### src/sv/fea_pkg.sv
// ---------------------------------------------------------------------------
// fea_pkg
// Shared types, codes and defaults for the free extent allocator.
// ---------------------------------------------------------------------------
package fea_pkg;

   localparam int FIELD_W         = 16;
   localparam int OP_W            = 2;
   localparam int STATUS_W        = 2;
   localparam int COUNT_OUT_W     = 5;
   localparam int DEF_MAX_EXTENTS = 16;
   localparam int DEF_ADDR_BITS   = 16;

   localparam logic [FIELD_W-1:0] DISK_SIZE_RST = 16'hFFFF;

   localparam logic [OP_W-1:0] OP_INIT  = 2'd0;
   localparam logic [OP_W-1:0] OP_ALLOC = 2'd1;
   localparam logic [OP_W-1:0] OP_FREE  = 2'd2;

   localparam logic [STATUS_W-1:0] ST_OK      = 2'd0;
   localparam logic [STATUS_W-1:0] ST_NOSPACE = 2'd1;
   localparam logic [STATUS_W-1:0] ST_FULL    = 2'd2;

   typedef enum logic [2:0] {
      S_IDLE,
      S_ALLOC_RD,
      S_ALLOC_CHK,
      S_STREAM_RD,
      S_STREAM_FEED,
      S_STREAM_TAIL,
      S_FLUSH
   } fea_state_type;

   typedef struct packed {
      logic [OP_W-1:0]    operation;
      logic [FIELD_W-1:0] request_start;
      logic [FIELD_W-1:0] request_length;
   } fea_req_type;

   typedef struct packed {
      logic [STATUS_W-1:0]    status;
      logic [FIELD_W-1:0]     alloc_start;
      logic [COUNT_OUT_W-1:0] free_extents;
   } fea_rsp_type;

endpackage

### src/sv/fea_extent_ram.sv
// ---------------------------------------------------------------------------
// fea_extent_ram
// Extent table storage: one write port, one registered read port.
// ---------------------------------------------------------------------------
module fea_extent_ram #(
   parameter int DEPTH  = fea_pkg::DEF_MAX_EXTENTS,
   parameter int ADDR_W = fea_pkg::DEF_ADDR_BITS,
   parameter int IDX_W  = $clog2(DEPTH)
) (
   input  logic              clock,
   input  logic              wr_en,
   input  logic [IDX_W-1:0]  wr_idx,
   input  logic [ADDR_W-1:0] wr_start,
   input  logic [ADDR_W-1:0] wr_len,
   input  logic              rd_en,
   input  logic [IDX_W-1:0]  rd_idx,
   output logic [ADDR_W-1:0] rd_start,
   output logic [ADDR_W-1:0] rd_len
);
   logic [2*ADDR_W-1:0] mem [DEPTH];
   logic [2*ADDR_W-1:0] rd_ff;

   always_ff @(posedge clock) begin
      if (wr_en) begin
         mem[wr_idx] <= {wr_start, wr_len};
      end
   end

   always_ff @(posedge clock) begin
      if (rd_en) begin
         rd_ff <= mem[rd_idx];
      end
   end

   assign rd_start = rd_ff[2*ADDR_W-1:ADDR_W];
   assign rd_len   = rd_ff[ADDR_W-1:0];

endmodule

### src/sv/fea_coalesce_unit.sv
// ---------------------------------------------------------------------------
// fea_coalesce_unit
// Adjacency test and saturating length sum for two extents.
// ---------------------------------------------------------------------------
module fea_coalesce_unit #(
   parameter int ADDR_W = fea_pkg::DEF_ADDR_BITS
) (
   input  logic [ADDR_W-1:0] a_start,
   input  logic [ADDR_W-1:0] a_len,
   input  logic [ADDR_W-1:0] b_start,
   input  logic [ADDR_W-1:0] b_len,
   output logic              adjacent,
   output logic [ADDR_W-1:0] sum_len
);
   logic [ADDR_W:0] a_end;
   logic [ADDR_W:0] len_sum;

   assign a_end    = {1'b0, a_start} + {1'b0, a_len};
   assign adjacent = (a_end == {1'b0, b_start});
   assign len_sum  = {1'b0, a_len} + {1'b0, b_len};
   assign sum_len  = len_sum[ADDR_W] ? {ADDR_W{1'b1}} : len_sum[ADDR_W-1:0];

endmodule

### src/sv/free_extent_allocator.sv
// ---------------------------------------------------------------------------
// free_extent_allocator
// Free extent table, sorted by start, with allocate, free and coalescing.
// ---------------------------------------------------------------------------
// Requests enter on req_data when start is high and busy is low. Each request
// gives one response on rsp_data, marked by a one-cycle rsp_strobe; the
// receiver cannot stall it. csr_wr_data is written to disk_size whenever
// csr_wr_en is high; write it only while the block is idle.
// Init, no-op and requests rejected on acceptance are answered from the idle
// state; an allocate reads and checks the first extent, and an allocate that
// empties it, or a free, then streams the table once through the single table
// read port, reading and then feeding each extent, merging neighbors in one
// shared adjacency/sum unit. busy stays high until the request is finished;
// the next request may be accepted while the response strobe is showing.
// Reset empties the table, sets disk_size to 65535 and needs no clearing pass.
// ---------------------------------------------------------------------------
module free_extent_allocator #(
   parameter int MAX_EXTENTS = fea_pkg::DEF_MAX_EXTENTS,
   parameter int ADDR_BITS   = fea_pkg::DEF_ADDR_BITS
) (
   input  logic                         clock,
   input  logic                         reset,
   input  logic                         start,
   output logic                         busy,
   input  fea_pkg::fea_req_type         req_data,
   output logic                         rsp_strobe,
   output fea_pkg::fea_rsp_type         rsp_data,
   input  logic                         csr_wr_en,
   input  logic [fea_pkg::FIELD_W-1:0]  csr_wr_data
);
   import fea_pkg::*;

   localparam int IDX_W = $clog2(MAX_EXTENTS);
   localparam int CNT_W = $clog2(MAX_EXTENTS + 1);

   fea_state_type        state_ff, state_in;
   logic [CNT_W-1:0]     cnt_ff, cnt_in;
   logic [CNT_W-1:0]     rd_ptr_ff, rd_ptr_in;
   logic [CNT_W-1:0]     wr_ptr_ff, wr_ptr_in;
   logic [ADDR_BITS-1:0] cur_start_ff, cur_start_in;
   logic [ADDR_BITS-1:0] cur_len_ff, cur_len_in;
   logic                 cur_vld_ff, cur_vld_in;
   logic                 ins_ff, ins_in;
   logic                 merge_ff, merge_in;
   logic [ADDR_BITS-1:0] rstart_ff, rstart_in;
   logic [ADDR_BITS-1:0] rlen_ff, rlen_in;
   logic [ADDR_BITS-1:0] astart_ff, astart_in;
   logic [FIELD_W-1:0]   disk_ff;
   logic                 rsp_strobe_ff;
   fea_rsp_type          rsp_ff, rsp_in;

   logic                 accept;
   logic [ADDR_BITS-1:0] req_start;
   logic [ADDR_BITS-1:0] req_len;
   logic [ADDR_BITS-1:0] disk_len;
   logic                 table_full;

   logic                 wr_en;
   logic [IDX_W-1:0]     wr_idx;
   logic [ADDR_BITS-1:0] wr_start;
   logic [ADDR_BITS-1:0] wr_len;
   logic                 rd_en;
   logic [IDX_W-1:0]     rd_idx;
   logic [ADDR_BITS-1:0] rd_start;
   logic [ADDR_BITS-1:0] rd_len;

   logic                 feed_en;
   logic [ADDR_BITS-1:0] feed_start;
   logic [ADDR_BITS-1:0] feed_len;
   logic                 adjacent;
   logic [ADDR_BITS-1:0] sum_len;
   logic                 ins_sel;

   logic                 done;
   logic [STATUS_W-1:0]  done_status;
   logic [ADDR_BITS-1:0] done_astart;

   assign busy       = (state_ff != S_IDLE);
   assign accept     = start && !busy;
   assign req_start  = ADDR_BITS'(req_data.request_start);
   assign req_len    = ADDR_BITS'(req_data.request_length);
   assign disk_len   = ADDR_BITS'(disk_ff);
   assign table_full = (cnt_ff == CNT_W'(MAX_EXTENTS));
   assign ins_sel    = !ins_ff && (rd_start >= rstart_ff);
   assign rd_idx     = rd_ptr_ff[IDX_W-1:0];

   fea_extent_ram #(
      .DEPTH  (MAX_EXTENTS),
      .ADDR_W (ADDR_BITS),
      .IDX_W  (IDX_W)
   ) u_ram (
      .clock    (clock),
      .wr_en    (wr_en),
      .wr_idx   (wr_idx),
      .wr_start (wr_start),
      .wr_len   (wr_len),
      .rd_en    (rd_en),
      .rd_idx   (rd_idx),
      .rd_start (rd_start),
      .rd_len   (rd_len)
   );

   fea_coalesce_unit #(
      .ADDR_W (ADDR_BITS)
   ) u_coalesce (
      .a_start  (cur_start_ff),
      .a_len    (cur_len_ff),
      .b_start  (feed_start),
      .b_len    (feed_len),
      .adjacent (adjacent),
      .sum_len  (sum_len)
   );

   always_comb begin
      state_in = state_ff;
      case (state_ff)
         S_IDLE: begin
            if (accept) begin
               if (req_data.operation == OP_ALLOC && cnt_ff != '0) begin
                  state_in = S_ALLOC_RD;
               end else if (req_data.operation == OP_FREE && req_len != '0 &&
                            !table_full) begin
                  state_in = S_STREAM_RD;
               end
            end
         end
         S_ALLOC_RD: begin
            state_in = S_ALLOC_CHK;
         end
         S_ALLOC_CHK: begin
            if (rd_len < rlen_ff || rd_len != rlen_ff) begin
               state_in = S_IDLE;
            end else begin
               state_in = S_STREAM_RD;
            end
         end
         S_STREAM_RD: begin
            state_in = (rd_ptr_ff == cnt_ff) ? S_STREAM_TAIL : S_STREAM_FEED;
         end
         S_STREAM_FEED: begin
            state_in = ins_sel ? S_STREAM_FEED : S_STREAM_RD;
         end
         S_STREAM_TAIL: begin
            state_in = ins_ff ? S_FLUSH : S_STREAM_TAIL;
         end
         S_FLUSH: begin
            state_in = S_IDLE;
         end
         default: begin
            state_in = S_IDLE;
         end
      endcase
   end

   always_comb begin
      cnt_in       = cnt_ff;
      rd_ptr_in    = rd_ptr_ff;
      wr_ptr_in    = wr_ptr_ff;
      cur_start_in = cur_start_ff;
      cur_len_in   = cur_len_ff;
      cur_vld_in   = cur_vld_ff;
      ins_in       = ins_ff;
      merge_in     = merge_ff;
      rstart_in    = rstart_ff;
      rlen_in      = rlen_ff;
      astart_in    = astart_ff;
      wr_en        = 1'b0;
      wr_idx       = wr_ptr_ff[IDX_W-1:0];
      wr_start     = cur_start_ff;
      wr_len       = cur_len_ff;
      rd_en        = 1'b0;
      feed_en      = 1'b0;
      feed_start   = rd_start;
      feed_len     = rd_len;
      done         = 1'b0;
      done_status  = ST_OK;
      done_astart  = '0;

      case (state_ff)
         S_IDLE: begin
            if (accept) begin
               rstart_in = req_start;
               rlen_in   = req_len;
               astart_in = '0;
               if (req_data.operation == OP_INIT) begin
                  wr_en    = 1'b1;
                  wr_idx   = '0;
                  wr_start = '0;
                  wr_len   = disk_len;
                  cnt_in   = (disk_len != '0) ? CNT_W'(1) : '0;
                  done     = 1'b1;
               end else if (req_data.operation == OP_ALLOC) begin
                  rd_ptr_in = '0;
                  if (cnt_ff == '0) begin
                     done        = 1'b1;
                     done_status = ST_NOSPACE;
                  end
               end else if (req_data.operation == OP_FREE) begin
                  if (req_len == '0) begin
                     done = 1'b1;
                  end else if (table_full) begin
                     done        = 1'b1;
                     done_status = ST_FULL;
                  end else begin
                     rd_ptr_in  = '0;
                     wr_ptr_in  = '0;
                     cur_vld_in = 1'b0;
                     ins_in     = 1'b0;
                     merge_in   = 1'b1;
                  end
               end else begin
                  done = 1'b1;
               end
            end
         end
         S_ALLOC_RD: begin
            rd_en = 1'b1;
         end
         S_ALLOC_CHK: begin
            if (rd_len < rlen_ff) begin
               done        = 1'b1;
               done_status = ST_NOSPACE;
            end else if (rd_len != rlen_ff) begin
               wr_en       = 1'b1;
               wr_idx      = '0;
               wr_start    = rd_start + rlen_ff;
               wr_len      = rd_len - rlen_ff;
               done        = 1'b1;
               done_astart = rd_start;
            end else begin
               astart_in  = rd_start;
               rd_ptr_in  = CNT_W'(1);
               wr_ptr_in  = '0;
               cur_vld_in = 1'b0;
               ins_in     = 1'b1;
               merge_in   = 1'b0;
            end
         end
         S_STREAM_RD: begin
            rd_en = (rd_ptr_ff != cnt_ff);
         end
         S_STREAM_FEED: begin
            feed_en = 1'b1;
            if (ins_sel) begin
               feed_start = rstart_ff;
               feed_len   = rlen_ff;
               ins_in     = 1'b1;
            end else begin
               rd_ptr_in = rd_ptr_ff + CNT_W'(1);
            end
         end
         S_STREAM_TAIL: begin
            if (!ins_ff) begin
               feed_en    = 1'b1;
               feed_start = rstart_ff;
               feed_len   = rlen_ff;
               ins_in     = 1'b1;
            end
         end
         S_FLUSH: begin
            wr_en       = cur_vld_ff;
            cnt_in      = wr_ptr_ff + CNT_W'(cur_vld_ff);
            done        = 1'b1;
            done_astart = astart_ff;
         end
         default: begin
            done = 1'b0;
         end
      endcase

      if (feed_en) begin
         if (cur_vld_ff && merge_ff && adjacent) begin
            cur_len_in = sum_len;
         end else begin
            wr_en        = cur_vld_ff;
            wr_ptr_in    = wr_ptr_ff + CNT_W'(cur_vld_ff);
            cur_start_in = feed_start;
            cur_len_in   = feed_len;
            cur_vld_in   = 1'b1;
         end
      end

      rsp_in.status       = done_status;
      rsp_in.alloc_start  = FIELD_W'(done_astart);
      rsp_in.free_extents = COUNT_OUT_W'(cnt_in);
   end

   always_ff @(posedge clock) begin
      if (reset) begin
         state_ff      <= S_IDLE;
         cnt_ff        <= '0;
         disk_ff       <= DISK_SIZE_RST;
         rsp_strobe_ff <= 1'b0;
      end else begin
         state_ff      <= state_in;
         cnt_ff        <= cnt_in;
         rsp_strobe_ff <= done;
         if (csr_wr_en) begin
            disk_ff <= csr_wr_data;
         end
      end
   end

   always_ff @(posedge clock) begin
      rd_ptr_ff    <= rd_ptr_in;
      wr_ptr_ff    <= wr_ptr_in;
      cur_start_ff <= cur_start_in;
      cur_len_ff   <= cur_len_in;
      cur_vld_ff   <= cur_vld_in;
      ins_ff       <= ins_in;
      merge_ff     <= merge_in;
      rstart_ff    <= rstart_in;
      rlen_ff      <= rlen_in;
      astart_ff    <= astart_in;
      if (done) begin
         rsp_ff <= rsp_in;
      end
   end

   assign rsp_strobe = rsp_strobe_ff;
   assign rsp_data   = rsp_ff;

endmodule

### config.mk
export PLATFORM = sky130hd
export DESIGN_NAME = free_extent_allocator
export DESIGN_NICKNAME = d
export VERILOG_FILES = /design/src/sv/fea_pkg.sv /design/src/sv/fea_extent_ram.sv /design/src/sv/fea_coalesce_unit.sv /design/src/sv/free_extent_allocator.sv
export SDC_FILE = /design/constraint.sdc
export NUM_CORES = 1
export LEC_CHECK = 0
export ABC_AREA = 1
export BUFFER_PORTS_ARGS = -buffer_cell sky130_fd_sc_hd__buf_2
export CAP_MARGIN = 30
export CORE_ASPECT_RATIO = 1.1
export CORE_MARGIN = 4
export CORE_UTILIZATION = 45
export DETAILED_ROUTE_END_ITERATION = 16
export SETUP_SLACK_MARGIN = 0.2
export SLEW_MARGIN = 20
export SYNTH_ARGS = -nofsm -noshare
export SYNTH_HDL_FRONTEND = slang
export SYNTH_SLANG_ARGS = --single-unit
export TNS_END_PERCENT = 5
### constraint.sdc
create_clock -name clock -period 9.8 [get_ports clock]
set_clock_uncertainty 0.15 [all_clocks]
set_input_delay 0.49 -clock clock [delete_from_list [all_inputs] [get_ports clock]]
set_output_delay 0.49 -clock clock [all_outputs]
set_load 0.005 [all_outputs]
== Yosys cells after proc, flatten, opt, wreduce, memory -nomap -nowiden ==
Memory sizes are Yosys's and may differ from the RTL's. A register that Yosys moved wholly into a read port is not among the register bits.
Cells that the tools add are included.

* Reductions and logical operators: 29
* Bitwise operators: 1
* Add/sub/neg operators: 6
* Muxes and demuxes: 123
* Multipliers: 0
* Div/mod/pow operators: 0
* Order comparisons: 2
* Shift operators: 0
* Equal/unequal tests: 27

{| class="wikitable"
|+ Operators by type and width
! operator !! number
|-
| 16-bit two-way mux || 19
|-
| 16-bit case mux with 2 select lines || 6
|-
| 5-bit two-way mux || 21
|-
| 1-bit two-way mux || 48
|-
| 16-bit by 16-bit adder with 17-bit output || 2
|-
| 16-bit nonzero test || 2
|-
| 2-bit != test, second input constant || 10
|-
| 5-bit case mux with 2 select lines || 2
|-
| 3-bit case mux with 6 select lines || 1
|-
| 9-bit AND reduction || 2
|-
| 17-bit by 16-bit == test with 1-bit output || 1
|-
| 16-bit adder || 1
|-
| 16-bit >= comparator || 1
|-
| 16-bit logical NOT || 1
|-
| 16-bit < comparator || 1
|-
| 2-bit two-way mux || 8
|-
| 4-bit two-way mux || 4
|-
| 16-bit != test || 1
|-
| 16-bit subtractor || 1
|-
| 5-bit case mux with 3 select lines || 1
|-
| 3-bit two-way mux || 4
|-
| 3-bit != test, second input constant || 4
|-
| 10-bit AND reduction || 1
|-
| 3-bit == test, second input constant || 3
|-
| 27 further kinds || 43
|}

* Word-level logic and storage cells: 206
* Memories: 1
* Bits in latches: 0
* Register bits after elaboration: 141
* Bits in writable memories: 512
* Memory bits (read-only): 0
* Bits of input ports: 54
* Output and inout port bits: 25

{| class="wikitable"
|+ Memories
! name !! words !! width !! rd ports !! clocked after memory_dff !! write ports !! RTL line !! RTL
|-
| u_ram.mem || 16 || 32 || 1 || 1 || 1 || fea_extent_ram.sv:20 || <nowiki>logic [2*ADDR_W-1:0] mem [DEPTH];</nowiki>
|}

== Logic depth before layout (Yosys ltp) ==
Gate-level depths: netlist (run 1).

* Word-level depth: 10
* Gate-level depth with buffers: 34
* Depth with buffers taken out: 31

== By module ==
A second synthesis (run 1) with hierarchy kept.

* Cells, all modules: 3678
* Area, all modules: 34190.3 µm²

{| class="wikitable"
|+ Modules (own cells, without submodules)
! module !! cells an instance !! times used !! seq. area each (µm²) !! area each (µm²)
|-
| fea_extent_ram || 2120 || 1 || 16335.7 || 23050.9
|-
| free_extent_allocator || 1171 || 1 || 3923.8 || 9076.2
|-
| fea_coalesce_unit || 387 || 1 || 0.0 || 2063.2
|}

== Least setup slack after synthesis (run 1) ==
No wires, ideal clock.

* Path kind: flip-flop to flip-flop
* Start: register state_ff[2]
* End: memory u_ram.mem[0][0] (netlist name), enable pin
* Setup slack: 4.717 ns
* Required time: 9.218 ns
* Arrival time: 4.501 ns
* Buffers on the path: 0
* Cell stages (with the launch flop): 14
* Library setup time: 0.432 ns
* Clock period less this slack: 5.083 ns
* Cell sequence: dfxtp_1 -> nor2_1 -> inv_2 -> nor2_2 -> inv_2 -> nor2_2 -> nand2_1 -> inv_2 -> nor2_1 -> nor2_4 -> nand2_1 -> o21ai_0 -> nand2_1 -> a21oi_1

* Cells in the longest elaborated chain, start to end: 9
* Elaborated cells on any way between the ends: 20
* Classes of those cells: 5 x eq/ne; 10 x mux; 5 x reduce/logical

{| class="wikitable"
|+ RTL lines
! item !! RTL line !! RTL
|-
| start: declaration || free_extent_allocator.sv:36 || <nowiki>fea_state_type state_ff, state_in;</nowiki>
|-
| start signal: assignment || free_extent_allocator.sv:295 || <nowiki>state_ff <= state_in;</nowiki>
|-
| 3-bit nonzero test (*) || free_extent_allocator.sv:78 || <nowiki>assign busy = (state_ff != S_IDLE);</nowiki>
|-
| named net busy || free_extent_allocator.sv:24 || <nowiki>output logic busy,</nowiki>
|-
| 1-bit logical NOT (*) || free_extent_allocator.sv:79 || <nowiki>assign accept = start && !busy;</nowiki>
|-
| 1-bit logical AND (*) || free_extent_allocator.sv:79 ||
|-
| 1-bit two-way mux || free_extent_allocator.sv:181 || <nowiki>if (accept) begin</nowiki>
|-
| 1-bit case mux with 3 select lines || free_extent_allocator.sv:179 || <nowiki>case (state_ff)</nowiki>
|-
| 1-bit two-way mux || free_extent_allocator.sv:272 || <nowiki>if (cur_vld_ff && merge_ff && adjacent) begin</nowiki>
|-
| 1-bit two-way mux || free_extent_allocator.sv:271 || <nowiki>if (feed_en) begin</nowiki>
|-
| 1-bit two-way mux || fea_extent_ram.sv:24 || <nowiki>if (wr_en) begin</nowiki>
|-
| 1-bit two-way mux (implied by the code) || fea_extent_ram.sv:25 || <nowiki>mem[wr_idx] <= {wr_start, wr_len};</nowiki>
|-
| end: declaration || fea_extent_ram.sv:20 ||
|}

The timed path passes the listed nets; every way through them passes the cells marked *.

== Worst setup path after layout (run 1) ==
* Start: register u_ram.rd_ff[23], read port of u_ram.mem
* End: memory u_ram.mem[12][8] (netlist name), enable pin

* Cells in the longest elaborated chain, start to end: 10
* Elaborated cells on any way between the ends: 11
* Classes of those cells: 1 x order compare; 1 x eq/ne; 7 x mux; 2 x reduce/logical

{| class="wikitable"
|+ RTL lines
! item !! RTL line !! RTL
|-
| start: declaration || fea_extent_ram.sv:21 || <nowiki>logic [2*ADDR_W-1:0] rd_ff;</nowiki>
|-
| 16-bit >= comparator || free_extent_allocator.sv:84 || <nowiki>assign ins_sel = !ins_ff && (rd_start >= rstart_ff);</nowiki>
|-
| 1-bit logical AND || free_extent_allocator.sv:84 ||
|-
| 16-bit two-way mux || free_extent_allocator.sv:244 || <nowiki>if (ins_sel) begin</nowiki>
|-
| 16-bit case mux with 2 select lines || free_extent_allocator.sv:179 ||
|-
| named net feed_start[15] || free_extent_allocator.sv:68 || <nowiki>logic [ADDR_BITS-1:0] feed_start;</nowiki>
|-
| 17-bit by 16-bit == test with 1-bit output || fea_coalesce_unit.sv:19 || <nowiki>assign adjacent = (a_end == {1'b0, b_start});</nowiki>
|-
| 1-bit logical AND || free_extent_allocator.sv:272 ||
|-
| 1-bit two-way mux || free_extent_allocator.sv:272 ||
|-
| 1-bit two-way mux || free_extent_allocator.sv:271 ||
|-
| 1-bit two-way mux || fea_extent_ram.sv:24 ||
|-
| 1-bit two-way mux (implied by the code) || fea_extent_ram.sv:25 ||
|}

The timed path passes the listed nets, and every way through them passes these cells.

==> results of run 1 <==
==> power groups by stage <==
stage | Clock, µW | Combinational (µW) | Sequential [µW]
finish | 2770 | 1300 | 3510
global route | 2950 | 1420 | 3510
CTS | 2830 | 1290 | 3500
detailed placement | 0 | 1270 | 3560
global placement | 0 | 1250 | 3560
floorplan | 0 | 812 | 3530
==> cell families after synthesis <==
group / share of synthesized area [%]
AO/OA/AOI/OAI: 12.9
flip-flops: 63.4
AND/OR/NAND/NOR: 8.92
buffers and inverters: 5.31
multiplexers: 4.40
adder cells (fa/ha/maj): 3.58
XOR/XNOR: 1.48
==> critical path: stages, from the launching register on <==
cell and delay (ps):
edfxtp_1 510, ha_1 340, nand2_1 80, inv_2 40, nand2_1 70, nor2_1 50, nor2_1 80, nand2_1 90
nand2_1 110, nand2_4 110, nand3_4 160, nand2_4 290, nand2_1 150, nand2_1 100, or2_2 280, nand2_1 60
nor2_1 40, nand2_1 80, nor2_1 70, nand2_2 480, nand3_2 870, a21oi_4 850, buf_4 490
==> synth_stat cells (13+ instances only) <==
cell type  instances
o21ai_0          253
mux2i_1          128
dfxtp_1           31
o211ai_1         143
xor2_1            37
nor3_1            20
buf_1             13
xnor2_1           17
a21oi_1          230
nand2_1          314
nand4_1           24
clkbuf_1          96
inv_1            300
nand3_1          103
nor2_1           150
ha_1              85
buf_2             15
a22o_1            17
edfxtp_1         654
==> routing by layer <==
metal / vias up / global-route usage [%]
li1: 10300 / -
met1: 10900 / 33.3
met2: 758 / 40.8
met3: 194 / 3.82
met4: 0 / 9.48
met5: - / 0
==> state kept, by name, indices dropped and copies added, names as in the netlist <==
signal and flops:
u_ram.rd_ff 32, rlen_ff 16, cur_vld_ff 1, u_ram.mem 512
merge_ff 1, cur_len_ff 16, cnt_ff 5, ins_ff 1
rsp_strobe 1, astart_ff 16, rsp_data 23, disk_ff 16
rd_ptr_ff 5, rstart_ff 16, state_ff 3, wr_ptr_ff 5
cur_start_ff 16
==> worst min-delay path by stage <==
stage,startpoint,end,slack (ps),cells past startpoint
final,csr_wr_data[7],disk_ff[7]$_SDFFE_PP1P_,30,3
after global routing,csr_wr_data[8],disk_ff[8]$_SDFFE_PP1P_,40,3
after CTS,csr_wr_data[7],disk_ff[7]$_SDFFE_PP1P_,7,3
after detailed placement,disk_ff[12]$_SDFFE_PP1P_,disk_ff[12]$_SDFFE_PP1P_,320,2
after global placement,disk_ff[7]$_SDFFE_PP1P_,disk_ff[7]$_SDFFE_PP1P_,330,2
after floorplan,disk_ff[11]$_SDFFE_PP1P_,disk_ff[11]$_SDFFE_PP1P_,300,2
==> repair_timing <==
action                                 in CTS  in global routing
hold buffers                               45                  0
buffers inserted                            0                  0
endpoints found under the hold margin      45                  0
==> through the flow <==
stage / cells / total power (µW) / instance area (µm²) / hold WS [ps] / util [%]
floorplan: 2765 / 4340 / 31900 / 297 / -
global placement: 3707 / 4810 / 33600 / 326 / 47.8
detailed placement: 3711 / 4840 / 33700 / 321 / 47.9
CTS: 3888 / 7620 / 36500 / 6.65 / 51.9
global route: 3890 / 7880 / 36500 / 37.2 / 52.0
finish: 3890 / 7570 / 36500 / 26.7 / 52.0
==> final cells by class <==
class / instances / area, µm²
Fill cell: 6108 / 33800
Clock buffer: 88 / 1890
Inverter: 312 / 1170
Sequential cell: 685 / 20300
Clock inverter: 44 / 484
Multi-Input combinational cell: 1640 / 10200
Timing Repair Buffer: 185 / 1350
Tap cell: 936 / 1170
==> results.md, run 1 <==
* Status: finished, final reports clean
* Critical path peak fanout at 33
* Leak at 0.0138 µW
* Sink Count at approximately 700
* CP Data Required Time at 9920 ps
* Top-area cell type share of the netlist area at between 60% and 70%
* Number of diodes at 0
* Crit path time final at ~6000 ps
* Worst hold path type: in2reg
* CTS root buffer: clkbuf_16
* Clock power share at 36.5%
* Endpoints failing setup at 0
* Initial antenna violation count at 1
* Most common cell after layout, fill and taps aside: edfxtp_1
* Syn Std Cell Area at about 32,000 µm²
* Endpoints failing hold at 0
* Vias at 22,100
* Setup crit end kind: flip-flop
* RR Endpoint: u_ram.mem[12][8]$_DFFE_PP_
* Full die area at between 70,000 and 80,000 µm²
* Flop pwr share at between 40% and 50%
* GPL Wtd Cong at between 0.9 and 1
* Slew @ Worst Pin at approximately 1200 ps
* Met2 routed WL at roughly 45,000 µm
* Final Cycle Share at approximately 60%
* Drt via density at roughly 5.7
* CTS tree: yes
* Clock Latency Late Sink at just over 600 ps
* H-tree levels at 3
* Post-Syn Instances at 2,765
* R2r startpoint: u_ram.rd_ff[23]$_DFFE_PP_
* Congestion Overflow GR at 0
* Setup ws final at around 3800 ps
* Synth area leader: edfxtp_1
* Pin count of the biggest net entering global routing at roughly 200
* Synthesized net count at around 2,900
* Worst EP arrival at between 6000 and 7000 ps
* Critical Path Start: u_ram.rd_ff[23]$_DFFE_PP_
* Die W at 262 µm
* Switching Fraction at 28.4%
* Worst slew margin at a little under a fifth
* Top Metal Used: met4
* Vias in the first global route at approximately 21,000
* Main synth FF type: edfxtp_1
* # nets final at between 3,000 and 4,000
* Sequential fraction of the synthesis area at 63.4%
* Gr usage total at 24.8%
* Max_cap viols at 0
* Post-CTS Resized at 0
* Routed Antenna Nets at 0
* Mean Syn Cell Area at about 12 µm²
* Clock Tree Buf Depth at 3
* Most frequent cells in the layout: 654 x edfxtp_1, 314 x nand2_1, 299 x inv_1
* Slew Limit Fails at 0
* CTS buffer count at 73
* Initial core utilization at a little under half
* Chip Height at between 200 and 300 µm
* Routed wl met3 at roughly 5800 µm
* Post-Route WL at 94,200 µm
* Ys async rst share at 0%
* P_int at 5430 µW
* DRC Markers at 0
* CTS clk-pin slew, worst paths at ~60 ps
* DRT Pass-1 Iters at 6
* Rows at 102
* Core area at approximately 70,000 µm²
* Pre-CTS setup slack at between 3000 and 4000 ps
* PwrDens at just over 200 nW/µm²
* RSZ-0062 raised after global routing: no
* Layout cells sized above 1 at between 10 and 15%
* Yosys cell types at 55
* F_max at roughly 170 MHz
* CP Capture Point: u_ram.mem[12][8]$_DFFE_PP_
* Fin Setup TNS at 0 ps
* Peak supply drop at ~130 µV
* Reg2reg setup slack at 3850 ps
* Wl on met1 at 39,700 µm
* Psw at around 2100 µW
* Type of origin of the critical path: flip-flop
* Number of synthesized flops with an enable pin at 654
* First-pass GRT wire length at ~140,000 µm
* Wire per inst at about 24 µm
* P&R area growth vs syn at 14.4%
* R2R depth at 22
* Synth top area cells: edfxtp_1 61%, mux2i_1 4.0%, o21ai_0 4.0%
* Setup CP Type: reg2reg
* # IOs at 79
* DR iter-0 viols at 1,999
* Synth Register Bits at slightly below 700
* Warnings, synthesis at 0
* Post-DP HPWL at between 60,000 and 70,000 µm
* Port Buffers at between 70 and 80
* Combinational power share at 17.2%
Note: power is estimated with default switching activity, not from simulation.
==> run 2, diff against run 1 <==
==> constraint.sdc (replaced) <==
create_clock -name clock -period 5.1 [get_ports clock]
set_clock_uncertainty 0.15 [all_clocks]
set_input_delay 0.255 -clock clock [delete_from_list [all_inputs] [get_ports clock]]
set_output_delay 0.255 -clock clock [all_outputs]
set_load 0.005 [all_outputs]
==> run 2 against run 1 <==
  * Maximum frequency up 28%
  * Design area up 2.1%
  * Register-to-register slack worse by 3400 ps
  * Non-clock buffer count up 77
  * Largest cell class unchanged
  * Clock power up 87%
  * Clock-buffer cell count up 3
  * Power up 92%
==> results.md, run 2 (synthesized netlist as in run 1, its figures left out) <==
* Gr usage total at around 25%
* DRT Pass-1 Iters at 6
* Biggest register: u_ram.mem
* Full die area at between 70,000 and 80,000 µm²
* Congestion Overflow GR at 0
* Core area at 70,300 µm²
* Die W at around 260 µm
* RSZ-0062 raised after global routing: yes
* Fin area at around 37,000 µm²
* # IOs at 79
* R2r startpoint: rlen_ff[0]$_DFFE_PP_
* Post-DP HPWL at approximately 65,000 µm
* # nets final at about 3,100
* Critical path peak fanout at 38
* RR Endpoint: u_ram.mem[5][2]$_DFFE_PP_
* CTS root buffer: clkbuf_16
* Vias at between 20,000 and 25,000
* Wire per inst at between 20 and 25 µm
* Chip Height at ~290 µm
* Reg2reg setup slack at roughly 460 ps
* Worst EP arrival at 4910 ps
* Pre-CTS setup slack at about 140 ps
* Worst Hold Launch: csr_wr_en
* Post-Route WL at 96,300 µm
* Slew @ Worst Pin at 824 ps
* Vias in the first global route at 22,100
* Hold Crit Depth at 2
* Filler cells at around 6,000
* PwrDens at between 300 and 400 nW/µm²
* Setup CP Type: reg2reg
* Layout cells sized above 1 at around an eighth
* DR iter-0 viols at around 2,500
* Leak at 0.0141 µW
* Most frequent cells in the layout: 654 x edfxtp_1, 314 x nand2_1, 298 x inv_1
* Worst hold path type: in2reg
* F_max at about 220 MHz
* Drt via density at between 5 and 6
* Max reg flops at just over 500
* Status: finished, final reports clean
* Port Buffers at 78
* Endpoints failing hold at 0
* DRC Markers at 0
* Total power at around 15,000 µW
* Routed Antenna Nets at 0
* Initial core utilization at 45.4%
* Fin Setup TNS at 0 ps
* Pin count of the biggest net entering global routing at 66
* Crit path time final at approximately 4600 ps
* Endpoints failing setup at 0
* Slew Limit Fails at 0
* GPL Wtd Cong at 0.960
* Rows at slightly above 100
* Setup ws final at about 460 ps
* Worst slew margin at approximately 45%
* Final Cycle Share at roughly nine tenths
* P&R area growth vs syn at 16.7%
* Max_cap viols at 0
* CP Data Required Time at 5380 ps
* Worst hold endpoint: disk_ff[0]$_SDFFE_PP1P_
* Type of origin of the critical path: flip-flop
* Most common cell after layout, fill and taps aside: edfxtp_1
* Sink Count at 685
* Peak supply drop at about 230 µV
* CTS tree: yes
* First-pass GRT wire length at roughly 140,000 µm
* Clock Tree Buf Depth at 3
* CTS buffer count at 74
* R2R depth at 19
* Initial antenna violation count at 7
* CTS clk-pin slew, worst paths at ~60 ps
* Clock Latency Late Sink at slightly above 600 ps
* Setup crit end kind: flip-flop
* Area of placed instances at 34,200 µm²
* H-tree levels at 3
-- run 2: per-stage QoR --
stage | hold slack (ps) | instances | utilization [%]
floorplan | 204 | 2765 | -
global route | 55.2 | 3969 | 53.0
CTS | 13.7 | 3961 | 52.8
detailed placement | 292 | 3763 | 48.6
global placement | 299 | 3762 | 48.6
finish | 32.5 | 3970 | 53.0
-- run 2: layout make-up --
type                       count  area (µm²)  share of cell area (%)
antenna                        1        2.50                 0.00671
clock buffer                  91        1940                    5.19
clock inverter                43         395                    1.06
inverter                     312        1180                    3.16
multi-input combinational   1640       10300                    27.5
sequential                   685       20300                    54.3
tap                          936        1170                    3.14
timing repair buffer         262        2090                    5.61
-- run 2: worst max path at each step --
stage	slack, ps	start	to	depth (start not counted)
after floorplan	20	state_ff[2]$_SDFFE_PP0P_	u_ram.mem[4][0]$_DFFE_PP_	13
after global placement	180	u_ram.rd_ff[23]$_DFFE_PP_	cur_len_ff[1]$_DFFE_PP_	26
after detailed placement	140	u_ram.rd_ff[23]$_DFFE_PP_	cur_len_ff[2]$_DFFE_PP_	26
after CTS	220	u_ram.rd_ff[23]$_DFFE_PP_	cur_len_ff[0]$_DFFE_PP_	28
after global routing	160	u_ram.rd_ff[22]$_DFFE_PP_	cur_len_ff[14]$_DFFE_PP_	30
final	460	rlen_ff[0]$_DFFE_PP_	u_ram.mem[5][2]$_DFFE_PP_	19
-- run 2: timing repair --
item / in CTS / in global routing
buffers inserted: 1 / 7
endpoints found under the hold margin: 54 / 0
pin swaps: 0 / 3
resized for setup: 2 / 13
hold buffers: 63 / 0
setup endpoints to repair: 13 / 33
-- run 2: where the power goes --
group	switching, µW	total, µW	internal (µW)
Sequential	117	6710	6590
Combinational	1860	2690	825
Clock	2240	5170	2930
Total	4220	14600	10300
-- run 2: critical path: stages, from the launching register on --
cell,delay (ps)
edfxtp_1,520
ha_1,250
inv_1,90
fa_1,220
nand3_1,80
nand2_1,130
a21oi_1,80
o21ai_0,270
nand3_1,110
nand2_1,140
nand2_1,70
nand2_1,200
inv_1,120
nor2_2,110
buf_4,450
clkinv_1,500
nor2_1,260
o21ai_0,110
o221ai_1,170
buf_4,350
-- run 2: routing by layer --
metal / share of wire [%] / vias to the layer above / GRT usage [%]
met3: 6.0 / 195 / 3.22
met2: 48 / 859 / 41.5
met1: 41 / 11000 / 33.8
met4: 5.0 / 0 / 11.8
met5: 0 / - / 0
li1: - / 10400 / -
==> run 3, diff against run 2 <==
--- a/config.mk
+++ b/config.mk
@@ -11,7 +11,9 @@
 export CORE_ASPECT_RATIO = 1.1
 export CORE_MARGIN = 4
 export CORE_UTILIZATION = 45
+export CTS_BUF_LIST = sky130_fd_sc_hd__clkbuf_8
 export DETAILED_ROUTE_END_ITERATION = 16
+export MAX_ROUTING_LAYER = met4
 export SETUP_SLACK_MARGIN = 0.2
 export SLEW_MARGIN = 20
 export SYNTH_ARGS = -nofsm -noshare
==> run 3 against run 2 <==
  * Setup slack got worse by 120 ps
  * Sequential share of layout area rose by 0.18 points
  * Clock power fell by 14%
  * Clock-buffer cell count up 25
  * First-iteration DRC count down 15%
  * Maximum frequency is 2.5% lower
  * Utilization is 0.18 points lower
  * Die area stayed put
==> results.md, run 3 (synthesized netlist as in run 1, its figures left out) <==
* DRC Markers at 0
* RSZ-0062 raised after global routing: yes
* Rows at about 100
* Leak at 0.0143 µW
* Post-DP HPWL at between 60,000 and 70,000 µm
* Peak supply drop at ~190 µV
* Die W at between 200 and 300 µm
* Pin count of the biggest net entering global routing at 170
* Congestion Overflow GR at 0
* CTS buffer count at ~110
* Filler cells at 6,108
* Max_cap viols at 0
* Endpoints failing hold at 0
* Wl on met1 at 40,600 µm
* Post-Route WL at about 97,000 µm
* Setup CP Type: reg2reg
* Met2 routed WL at 46,600 µm
* F_max at roughly 210 MHz
* CTS clk-pin slew, worst paths at about 70 ps
* P&R area growth vs syn at 16.4%
* Pre-CTS setup slack at approximately 120 ps
* # nets final at 3,169
* Port Buffers at between 70 and 80
* Setup crit end kind: flip-flop
* H-tree levels at 3
* First-pass GRT wire length at ~140,000 µm
* Endpoints failing setup at 0
* Biggest register: u_ram.mem
* CTS tree: yes
* Slew @ Worst Pin at 919 ps
* Full die area at between 70,000 and 80,000 µm²
* Critical path peak fanout at 10
* Layout cells sized above 1 at 13.0%
* GPL Wtd Cong at approximately 0.96
* CP Data Required Time at 5420 ps
* Initial antenna violation count at 3
* Initial core utilization at between 40% and 50%
* Drt via density at approximately 5.6
* Crit path time final at between 4000 and 5000 ps
* Routed Antenna Nets at 0
* Final Cycle Share at 93.3%
* Core area at roughly 70,000 µm²
* DRT Pass-1 Iters at 6
* Clock Tree Buf Depth at 3
* Status: finished, final reports clean
* Type of origin of the critical path: flip-flop
* Chip Height at around 290 µm
* Sink Count at about 700
* Vias at around 23,000
* Vias in the first global route at around 23,000
* Top Metal Used: met4
* # IOs at between 70 and 80
* Worst EP arrival at slightly above 5000 ps
* Most common cell after layout, fill and taps aside: edfxtp_1
* Fin Setup TNS at 0 ps
* Setup ws final at approximately 340 ps
* Wire per inst at about 24 µm
* Slew Limit Fails at 0
* Max reg flops at between 500 and 600
* PwrDens at between 300 and 400 nW/µm²
* Clock Latency Late Sink at roughly 730 ps
* CTS root buffer: clkbuf_8
* Most frequent cells in the layout: 654 x edfxtp_1, 347 x inv_1, 313 x nand2_1
* Worst slew margin at 38.5%
* Routed wl met3 at 5080 µm
* Worst hold path type: in2reg
* DR iter-0 viols at around 2,200
* Gr usage total at between 20% and 30%
run 3: cell count changes in the layout (fill, tap and decap cells not counted), sizes merged:
cell	delta
clkbuf	+25
buf	-7
bufinv	-2
diode	+1
clkinv	-5
dlygate4sd3	+21
inv	+50
run 3: final timing paths:
path,start,to,slack [ps],depth (start not counted)
worst max-delay path,u_ram.rd_ff[23]$_DFFE_PP_,cur_len_ff[0]$_DFFE_PP_,340,27
worst min register to register,astart_ff[2]$_SDFFCE_PN0P_,rsp_data[7]$_DFFE_PP_,390,1
worst min-delay path,req_data[32],rsp_data[22]$_DFFE_PP_,60,5
worst max register to register,u_ram.rd_ff[23]$_DFFE_PP_,cur_len_ff[0]$_DFFE_PP_,340,27
run 3: cell type report:
class                   count  area [µm²]  share of cell area [%]
well taps                 936        1170                    3.15
flip-flops and latches    685       20300                    54.5
clock buffers             116        1600                    4.30
inverters                 312        1180                    3.17
repair buffers            276        2270                    6.11
diodes                      2        5.00                  0.0135
clock inverters            86         455                    1.23
multi-input cells        1640       10200                    27.5
run 3: timing repair:
| action | CTS | global route |
|---|---|---|
| gates resized for setup | 2 | 8 |
| hold buffers | 84 | 0 |
| endpoints found under the hold margin | 56 | 0 |
| buffers inserted | 2 | 4 |
| pin swaps | 0 | 1 |
| endpoints found under the setup margin | 37 | 514 |
run 3: worst max-delay path, cell delays in order (launching register included):
cell and delay, ps:
edfxtp_1 430, ha_1 320, nand2_1 60, inv_2 50
nand2_1 50, nor2_1 100, nor2_1 40, nand2_1 90
nand2_1 90, nand2_4 160, nand3_4 120, nand2_8 140
mux2_2 360, ha_1 360, a21o_1 210, a31oi_2 230
o21ai_1 140, nand2_1 80, nand2_1 60, a21oi_2 160
o21ai_1 110, nand3_1 80, nand2_1 120, a21oi_4 240
clkinvlp_4 120, buf_4 180, nor3_1 170, nor2_1 60
run 3: per-stage QoR:
| step | instances | instance area, µm² | total power [µW] | hold WS (ps) | utilization, % |
|---|---|---|---|---|---|
| after global routing | 4053 | 37200 | 14500 | 45.6 | 52.8 |
| after floorplan | 2765 | 31900 | 8340 | 204 | - |
| after global placement | 3757 | 34100 | 9400 | 300 | 48.6 |
| after detailed placement | 3759 | 34200 | 9430 | 297 | 48.6 |
| final | 4053 | 37200 | 13900 | 57.2 | 52.8 |
| after CTS | 4047 | 37100 | 14000 | 0.0157 | 52.7 |
run 3: where the power goes:
group          internal [µW]  switching, µW
sequential              6590            113
combinational            830           1880
clock                   2220           2220
run 3: metal layers:
layer | GRT usage, % | vias to the layer above
li1 | - | 10500
met1 | 33.9 | 11100
met2 | 41.6 | 798
met3 | 3.20 | 217
met4 | 12.1 | 0
met5 | - | -
